### src/sv/bsp_region_locate_top_defines.svh
`ifndef BSP_REGION_LOCATE_TOP_DEFINES_SVH
`define BSP_REGION_LOCATE_TOP_DEFINES_SVH

// same-cycle implication
`define BSP_ASSERT_NOW(label, clk, rst, ante, cons) \
   label: assert property (@(posedge clk) disable iff (rst) (ante) |-> (cons)) \
      else $error("bsp assertion failed");

// next-cycle implication
`define BSP_ASSERT_NEXT(label, clk, rst, ante, cons) \
   label: assert property (@(posedge clk) disable iff (rst) (ante) |=> (cons)) \
      else $error("bsp assertion failed");

`endif

### src/sv/bsp_ram.sv
module bsp_ram #(
   parameter int WIDTH = 8,
   parameter int DEPTH = 16
) (
   input  logic clock,
   input  logic wr_en,
   input  logic [$clog2(DEPTH)-1:0] wr_addr,
   input  logic [WIDTH-1:0] wr_data,
   input  logic [$clog2(DEPTH)-1:0] rd_addr,
   output logic [WIDTH-1:0] rd_data
);

   logic [WIDTH-1:0] mem_ff [DEPTH];
   logic [WIDTH-1:0] rd_data_ff;

   always_ff @(posedge clock) begin
      if (wr_en) begin
         mem_ff[wr_addr] <= wr_data;
      end
      rd_data_ff <= mem_ff[rd_addr];
   end

   assign rd_data = rd_data_ff;

endmodule

### config.mk
export PLATFORM = sky130hd
export DESIGN_NAME = bsp_ram
export DESIGN_NICKNAME = d
export VERILOG_FILES = /design/src/sv/bsp_region_locate_top_defines.svh /design/src/sv/bsp_ram.sv
export SDC_FILE = /design/constraint.sdc
export NUM_CORES = 1
export LEC_CHECK = 0
export BUFFER_PORTS_ARGS = -buffer_cell sky130_fd_sc_hd__buf_4
export CAP_MARGIN = 40
export CORE_ASPECT_RATIO = 0.8
export CORE_UTILIZATION = 31
export DETAILED_ROUTE_END_ITERATION = 10
export PLACE_DENSITY = 0.48
export SKIP_LAST_GASP = 1
export SLEW_MARGIN = 10
export SYNTH_ARGS = -nofsm -noshare
export SYNTH_HDL_FRONTEND = slang
export SYNTH_SLANG_ARGS = --single-unit
### constraint.sdc
create_clock -name clock -period 4.3 [get_ports clock]
set_input_delay 0.86 -clock clock [delete_from_list [all_inputs] [get_ports clock]]
set_output_delay 0.86 -clock clock [all_outputs]
set_load 0.1 [all_outputs]
======== Word-level counts from Yosys, hierarchy flattened ========
Memory sizes are Yosys's and may differ from the RTL's. A register that Yosys moved wholly into a read port is not among the register bits.
Cells that the tools add are included.
storage, ports and cells
  word-level logic and storage cells ...... 3
  bits of input ports ..................... 18
  memories kept ........................... 1
  bits in writable memories ............... 128
  ROM bits ................................ 0
  bits in latches ......................... 0
  bits in registers ....................... 0
  output and inout port bits .............. 8
cells by class
  div/mod/pow operators ................... 0
  magnitude comparators ................... 0
  mux-type cells .......................... 2
  bitwise gates (word level) .............. 0
  $add $sub $neg .......................... 0
  reduce and logical (&&, ||, !) cells .... 0
  multipliers ............................. 0
  shift operators ......................... 0
  equal/unequal tests ..................... 0
memories
  memory  words  bits a word  read ports  clocked after Yosys merged registers in  wr ports  RTL line       source
  mem_ff  16     8            1           1                                        1         bsp_ram.sv:13  logic [WIDTH-1:0] mem_ff [DEPTH];
operators with widths
  cell               count
  two-way mux 1 bit  2

======== Longest topological paths before layout ========
Gate-level depths: netlist (run 1).
  depth in word-level cells ............... 2
  depth in mapped cells ................... 5
  gate-level depth less buffers ........... 3

======== Worst setup path before layout (run 1) ========
Ideal clock, no wire load.
  path type ............................... input -> register
  start ................................... input port wr_addr[2]
  end ..................................... memory mem_ff[0][0] (enable)
  slack ................................... 1.947 ns
  required time ........................... 3.917 ns
  setup time .............................. 0.383 ns
  stages on the path ...................... 2
  buffers on the path ..................... 0
  arrival ................................. 1.970 ns
  cell sequence ........................... or3b_2 nor3_1
RTL lines
  what             RTL line       source
  start, declared  bsp_ram.sv:7   input logic [$clog2(DEPTH)-1:0] wr_addr,
  end, declared    bsp_ram.sv:13
Straight into the memory's write port.

======== Worst setup path after layout (run 1) ========
  start ................................... input port wr_addr[2]
  end ..................................... memory mem_ff[1][7] (enable)
Straight into the memory's write port.

==> metrics.md, run 1 <==
| Metric | Value |
|---|---|
| Outcome | `finished clean` |
| Area of the die | `0.0171 mm^2` |
| Synth Flop Type | `edfxtp_1` |
| Crit. End Element | `flip-flop` |
| Layout cell share with drive strength beyond 1 | `0.294` |
| Largest net degree at the start of global routing | `33` |
| Fmax achieved | `0.470 GHz` |
| Slowest CP cell | `nor2_1` |
| Synth warn | `0` |
| Mapped cell area | `0.00515 mm^2` |
| Routed wire length | `10.9 mm` |
| Dpl cells | `470` |
| CTS sink count | `136` |
| Iter 0 DRT Violations | `195` |
| GPL Wtd Cong | `0.691` |
| Yosys cell types | `19` |
| DR vias/cell | `4.77` |
| Antenna cells | `0` |
| Yosys top cell by area | `edfxtp_1` |
| GRT Util Overall | `0.139` |
| CTS H-tree depth | `4` |
| Number of enable flip-flop cells after synthesis | `128` |
| Die Y-Extent | `117 um` |
| Total core area | `0.0160 mm^2` |
| Post-CTS Repair Setup Buffers | `0` |
| Met3 WL | `584 um` |
| Initial antenna violation count | `0` |
| Peak supply drop | `0.000265 V` |
| Top cell type's share of synthesized area | `0.747` |
| Synthesized instance count | `229` |
| GRT overflow | `0` |
| Hold Crit Class | `flip-flop to flip-flop` |
| Setup CP Type | `primary input to flip-flop` |
| Row cnt | `41` |
| Clk buf depth | `2` |
| Post-route clock period utilization | `0.495` |
| Arr. time, crit path | `2160 ps` |
| # setup viols final | `0` |
| Power Density | `504 mW/mm^2` |
| Via count | `2391` |
| Max Cap Viol | `0` |
| Dominant cells by area after synthesis | `edfxtp_1 75%, mux4_2 7.9%, mux4_1 7.1%` |
| Worst Tran Pin Value | `848 ps` |
| DP HPWL | `6.91 mm` |
| PortBufs | `25` |
| Vias in the first global route | `2493` |
| Metal1 wirelength | `5.55 mm` |
| Drt first pass iters | `4` |
| CP required | `4330 ps` |
| Sum Neg Setup Slack | `0 ps` |
| Nets | `292` |
| I/O Pins | `26` |
| Clk_lat worst skew | `410 ps` |
| Post-synth ARST share | `0` |
| CTS tree | `done` |
| Critical path cell sequence | `buf_4 -> or3b_2 -> nor2_1` |
| Num CTS Buffers | `17` |
| Final Hold Viols | `0` |
| Register bit total from synthesis | `136` |
| Detail Route Antenna Nets | `0` |
| DIE WIDTH | `146 um` |
| Post-synth net total | `247` |
| Worst rel slew slack | `0.433` |
| Area Overhead vs Synth | `20.0%` |
| DR WL met2 | `4.67 mm` |
| Initial core utilization | `0.322` |
| Crit path launch type | `primary input` |
| Avg Inst Size Synth | `22.5 um^2` |
| Slew Limit Fails | `0` |
| Hold_buf cts | `0` |
| Global-route wire length before repair | `16.2 mm` |
| Clock Tree Root | `clkbuf_16` |
| Skew final | `15.4 ps` |
| Static Leakage | `0.00206 uW` |
| Top Layer Used | `met4` |
| CTS clk-pin slew, worst paths | `60 ps` |
| Post_cts resized | `0` |
| DR WL/cell | `21.8 um` |
| Seq/Total Area, Yosys | `0.778` |
| CP peak stage delay | `650 ps` |
| RSZ-0062 raised after global routing | `no` |
| FILL cells | `1475` |
| DRC | `0` |
| Top fanout value on the critical path | `8` |
| Cell Count, Final, Fillers Out | `501` |
| Tmin final | `2130 ps` |
[flip-flops by register name, indices dropped and copies added, names as in the netlist]
register / cells
mem_ff: 128
rd_data: 8
[final timing paths]
| check | start | endpoint | slack [ps] | cells past startpoint |
|---|---|---|---|---|
| setup reg to reg | mem_ff[9][2] | rd_data[2] | 2920 | 3 |
| setup / recovery | wr_addr[2] | mem_ff[1][7] | 2170 | 3 |
| hold / removal | mem_ff[13][7] | rd_data[7] | 680 | 3 |
| hold reg to reg | mem_ff[13][7] | rd_data[7] | 680 | 3 |
[metrics by stage]
| stage | power (uW) | setup slack, ps | hold WS (ps) | instance area (um^2) | utilization |
|---|---|---|---|---|---|
| global route | 3210 | 2080 | 704 | 6170 | 0.386 |
| CTS | 3140 | 2120 | 685 | 6170 | 0.386 |
| global placement | 1730 | 1600 | 670 | 5540 | 0.346 |
| finish | 3110 | 2170 | 678 | 6170 | 0.386 |
| detailed placement | 1730 | 1680 | 670 | 5610 | 0.350 |
| floorplan | 1660 | 1950 | 629 | 5150 | - |
[routing by layer]
metal	vias up	GRT usage
li1	1061	-
met3	7	0.0446
met1	1255	0.202
met2	68	0.198
met5	-	0
met4	0	0.0438
[final cells by class]
class / instances / area, um^2 / area share
Sequential cell: 136 / 4000 / 0.648
Multi-Input combinational cell: 83 / 1060 / 0.172
Clock buffer: 20 / 437 / 0.0707
Timing Repair Buffer: 36 / 270 / 0.0438
Tap cell: 215 / 269 / 0.0436
Clock inverter: 11 / 133 / 0.0215
[logic make-up (layout without fill, tap and decap cells)]
group                  Yosys count  after routing  synth area share
DFF                            136            136             0.778
and+or+nand+nor                 35             35            0.0318
muxes                           32             32             0.150
AOI/OAI and AO/OA               16             16            0.0233
buffers and inverters           10             67            0.0168
[placed cells by master (no fill, tap or decap), drive strengths merged]
master | synthesis | layout
a22oi | 16 | 16
and2 | 1 | 1
and2b | 1 | 1
buf | 7 | 36
bufinv | 0 | 3
clkbuf | 0 | 20
clkinv | 0 | 7
clkinvlp | 0 | 1
dfxtp | 8 | 8
edfxtp | 128 | 128
mux4 | 32 | 32
nand2 | 9 | 9
nand2b | 2 | 2
nand3 | 1 | 1
nand3b | 2 | 2
nor2 | 13 | 13
nor2b | 1 | 1
nor3 | 4 | 4
or3b | 1 | 1
[power by group]
group	switching [uW]	leakage, uW	internal, uW
sequential	8.06	0.00122	1480
clock	515	0.000283	899
combinational	146	0.000551	64.5
[Yosys cell counts, drive strengths merged, types with 2 or more instances]
master	n
clkdlybuf4s25	3
nand2	9
nand3b	2
a22oi	16
edfxtp	128
nor2	13
dfxtp	8
nor3	4
nand2b	2
mux4	32
buf	7
[critical path: cells and delay by family]
kind / cells / cell delay (ps)
buffers and inverters: 1 / 120
AND/OR/NAND/NOR: 2 / 1170
Power figures use the tool's default switching activity.
==> run 2, diff against run 1 <==
ABC_AREA = 1   (was default)
clock period = 2.1 ns   (was 4.3 ns; I/O delays follow)
==> run 2 against run 1 <==
Compared with the run above: the flow now finishes with violations (design-rule violations); combinational power rose to 2.5 times the previous value; final area increased by 9.7%; flip-flop and latch count did not move; largest cell class unchanged; largest power group unchanged.
==> metrics.md, run 2 <==
| Metric | Value |
|---|---|
| Global-route wire length before repair | `21.9 mm (was 16.2 mm)` |
| CP required | `1680 ps (was 4330 ps)` |
| Layout cell share with drive strength beyond 1 | `0.116 (was 0.294)` |
| Largest net degree at the start of global routing | `65 (was 33)` |
| Slowest CP cell | `dfxtp_1 (was nor2_1)` |
| Num CTS Buffers | `17 (unchanged)` |
| Crit path launch type | `flip-flop (was primary input)` |
| Number of enable flip-flop cells after synthesis | `128 (unchanged)` |
| RSZ-0062 raised after global routing | `no (unchanged)` |
| Synth warn | `0 (unchanged)` |
| I/O Pins | `26 (unchanged)` |
| Slew Limit Fails | `0 (unchanged)` |
| Outcome | `finished with violations (was finished clean)` |
| Final Hold Viols | `0 (unchanged)` |
| Setup CP Type | `flip-flop to output pin (was primary input to flip-flop)` |
| Via count | `3751 (was 2391)` |
| Hold Crit Class | `primary input to flip-flop (was flip-flop to flip-flop)` |
| Top cell type's share of synthesized area | `0.667 (was 0.747)` |
| CP bufs+invs | `1 (unchanged)` |
| DIE WIDTH | `154 um (was 146 um)` |
| Power Density | `914 mW/mm^2 (was 504 mW/mm^2)` |
| GRT overflow | `0 (unchanged)` |
| Clk_lat worst skew | `420 ps (was 410 ps)` |
| Hold_buf cts | `0 (unchanged)` |
| Nets | `609 (was 292)` |
| Iter 0 DRT Violations | `315 (was 195)` |
| Largest family of logic cells by synthesized area | `simple AND/OR/NAND/NOR gates (was multiplexers)` |
| Flop2flop setup slack | `1030 ps (was 2920 ps)` |
| Worst R2R Path Depth | `6 (was 3)` |
| Synth Area in Compound Gates | `0 (was 0.0233)` |
| CTS tree | `done (unchanged)` |
| Skew final | `6.96 ps (was 15.4 ps)` |
| Net Sw Frac | `0.235 (was 0.215)` |
| CTS clk-pin slew, worst paths | `50 ps (was 60 ps)` |
| CTS sink count | `136 (unchanged)` |
| Yosys top cell by area | `edfxtp_1 (unchanged)` |
| Max FFs per register | `128 (unchanged)` |
| Sum Neg Setup Slack | `0 ps (unchanged)` |
| Clock Power Share | `0.420 (was 0.454)` |
| Dominant cells by area after synthesis | `edfxtp_1 67%, nand2_1 11%, nand3_1 8.4% (was edfxtp_1 75%, mux4_2 7.9%, mux4_1 7.1%)` |
| Crit. End Element | `output pin (was flip-flop)` |
| Initial core utilization | `0.317 (was 0.322)` |
| GPL Wtd Cong | `0.757 (was 0.691)` |
| Row cnt | `44 (was 41)` |
| Antenna cells | `0 (unchanged)` |
| Post-synthesis xor/xnor area fraction | `0 (unchanged)` |
| Top delay family on crit path | `flip-flops (was simple AND/OR/NAND/NOR gates)` |
| Drt first pass iters | `8 (was 4)` |
| Synth Area in Simple Gates | `0.210 (was 0.0318)` |
| Mux cell area share after synthesis | `0 (was 0.150)` |
| Total core area | `0.0182 mm^2 (was 0.0160 mm^2)` |
| Adder-Cell Fraction of Synth Area | `0 (unchanged)` |
| Most common cell after layout, fill and taps aside | `nand2_1 (was edfxtp_1)` |
| Mapped cell area | `0.00577 mm^2 (was 0.00515 mm^2)` |
| Power share of the sequential group | `0.494 (was 0.479)` |
| Worst rel slew slack | `0.616 (was 0.433)` |
| Synthesized instance count | `551 (was 229)` |
| Routed wire length | `14.1 mm (was 10.9 mm)` |
| NetSw | `1460 uW (was 668 uW)` |
| DR vias/cell | `4.50 (was 4.77)` |
| Setup WS post-layout | `549 ps (was 2170 ps)` |
| Post-synth top cells | `173 x nand2_1, 128 x edfxtp_1, 100 x inv_1, 97 x nand3_1, 17 x nor2_1 (was 128 x edfxtp_1, 18 x mux4_2, 16 x a22oi_1, 14 x mux4_1, 13 x nor2_1)` |
| GRT Util Overall | `0.160 (was 0.139)` |
| # setup viols final | `0 (unchanged)` |
| PortBufs | `25 (unchanged)` |
| DP Worst Slack | `409 ps (was 1680 ps)` |
| Worst Tran Pin Value | `575 ps (was 848 ps)` |
| Worst hold slack | `341 ps (was 678 ps)` |
| FF-to-FF Start | `mem_ff[10][3] (was mem_ff[9][2])` |
| Post_cts resized | `0 (unchanged)` |
| R2R Path End | `rd_data[3] (was rd_data[2])` |
| Die Y-Extent | `124 um (was 117 um)` |
| Clock Tree Root | `clkbuf_16 (unchanged)` |
| Hold_sp | `rd_addr[3] (was mem_ff[13][7])` |
| Peak supply drop | `0.000533 V (was 0.000265 V)` |
| Failing checks | `design-rule violations` |
| DR WL met2 | `6.15 mm (was 4.67 mm)` |
| DP HPWL | `8.53 mm (was 6.91 mm)` |
| Post-route clock period utilization | `0.738` |
| Post-synth net total | `569 (was 247)` |
| Synth Flop Type | `edfxtp_1 (unchanged)` |
| DR WL/cell | `16.9 um (was 21.8 um)` |
| Metal1 wirelength | `7.08 mm (was 5.55 mm)` |
| DRC | `2 (was 0)` |
| Max Cap Viol | `0 (unchanged)` |
| Top fanout value on the critical path | `1 (was 8)` |
| Avg Inst Size Synth | `10.5 um^2 (was 22.5 um^2)` |
| Post-synth ARST share | `0 (unchanged)` |
| Hold Path Cell Cnt | `3 (unchanged)` |
| Hold Crit Endpoint | `rd_data[6] (was rd_data[7])` |
| Fmax achieved | `0.645 GHz` |
| Register bit total from synthesis | `136 (unchanged)` |
| CP peak stage delay | `390 ps (was 650 ps)` |
| Biggest register | `mem_ff (unchanged)` |
| Comb power frac | `0.086 (was 0.067)` |
| Met3 WL | `623 um (was 584 um)` |
| Static Leakage | `0.00290 uW (was 0.00206 uW)` |
| Area of the die | `0.0192 mm^2 (was 0.0171 mm^2)` |
| Post-CTS Repair Setup Buffers | `0 (unchanged)` |
| P_int | `4730 uW (was 2450 uW)` |
| Critical path cell sequence | `buf_4 (was buf_4 -> or3b_2 -> nor2_1)` |
| Area Overhead vs Synth | `17.4% (was 20.0%)` |
| Worst Setup SP | `rd_data[6] (was wr_addr[2])` |
| Arr. time, crit path | `1130 ps (was 2160 ps)` |
| Most numerous cell in the Yosys netlist | `nand2_1 (was edfxtp_1)` |
| Detail Route Antenna Nets | `0 (unchanged)` |
| Tmin final | `1550 ps` |
| Clk buf depth | `2 (unchanged)` |
| Most frequent cells in the layout | `173 x nand2_1, 128 x edfxtp_1, 100 x inv_1 (was 128 x edfxtp_1, 36 x buf_4, 18 x mux4_2)` |
| CTS H-tree depth | `4 (unchanged)` |
| Vias in the first global route | `3644 (was 2493)` |
| Initial antenna violation count | `0 (unchanged)` |
| Yosys cell types | `12 (was 19)` |
| Top Layer Used | `met4 (unchanged)` |
| Seq/Total Area, Yosys | `0.694 (was 0.778)` |
-- run 2: power groups by stage --
stage	Sequential, uW	Clock (uW)	Combinational (uW)
2_1_floorplan	3230	0	214
3_3_place_gp	3110	0	533
3_5_place_dp	3110	0	535
4_1_cts	3060	2640	538
5_1_grt	3060	2750	577
6_report	3060	2600	530
-- run 2: cell families (layout without fill, tap and decap cells) --
family	count (synthesis)	in the layout
buffers and inverters	126	179
flip-flops	136	136
AND/OR/NAND/NOR	289	289
-- run 2: final cells by class --
type | instances | area, um^2
clock buffers | 28 | 487
clock inverters | 4 | 22.5
fillers | 1789 | 11400
inverters | 102 | 383
multi-input cells | 289 | 1210
flip-flops and latches | 136 | 4000
well taps | 230 | 288
repair buffers | 45 | 375
-- run 2: how the worst max path moves through the flow --
stage                                to  slack [ps]  cells past startpoint
after floorplan           mem_ff[10][0]         730                      2
after global placement       rd_data[3]         450                      5
after detailed placement     rd_data[3]         410                      5
after CTS                    rd_data[6]         550                      1
after global routing         rd_data[6]         540                      1
final                        rd_data[6]         550                      1
-- run 2: routing by layer --
metal | track usage | up-vias
li1 | - | 1852
met1 | 0.231 | 1783
met2 | 0.235 | 97
met3 | 0.0351 | 19
met4 | 0.0600 | 0
met5 | 0 | -
-- run 2: metrics by stage --
| step | cell area [um^2] | std cells | total power, uW | util |
|---|---|---|---|---|
| 2_1_floorplan | 5770 | 551 | 3450 | - |
| 4_1_cts | 6770 | 834 | 6230 | 0.373 |
| 6_report | 6770 | 834 | 6190 | 0.373 |
| 3_5_place_dp | 6260 | 802 | 3650 | 0.345 |
| 5_1_grt | 6770 | 834 | 6390 | 0.373 |
| 3_3_place_gp | 6260 | 802 | 3640 | 0.345 |
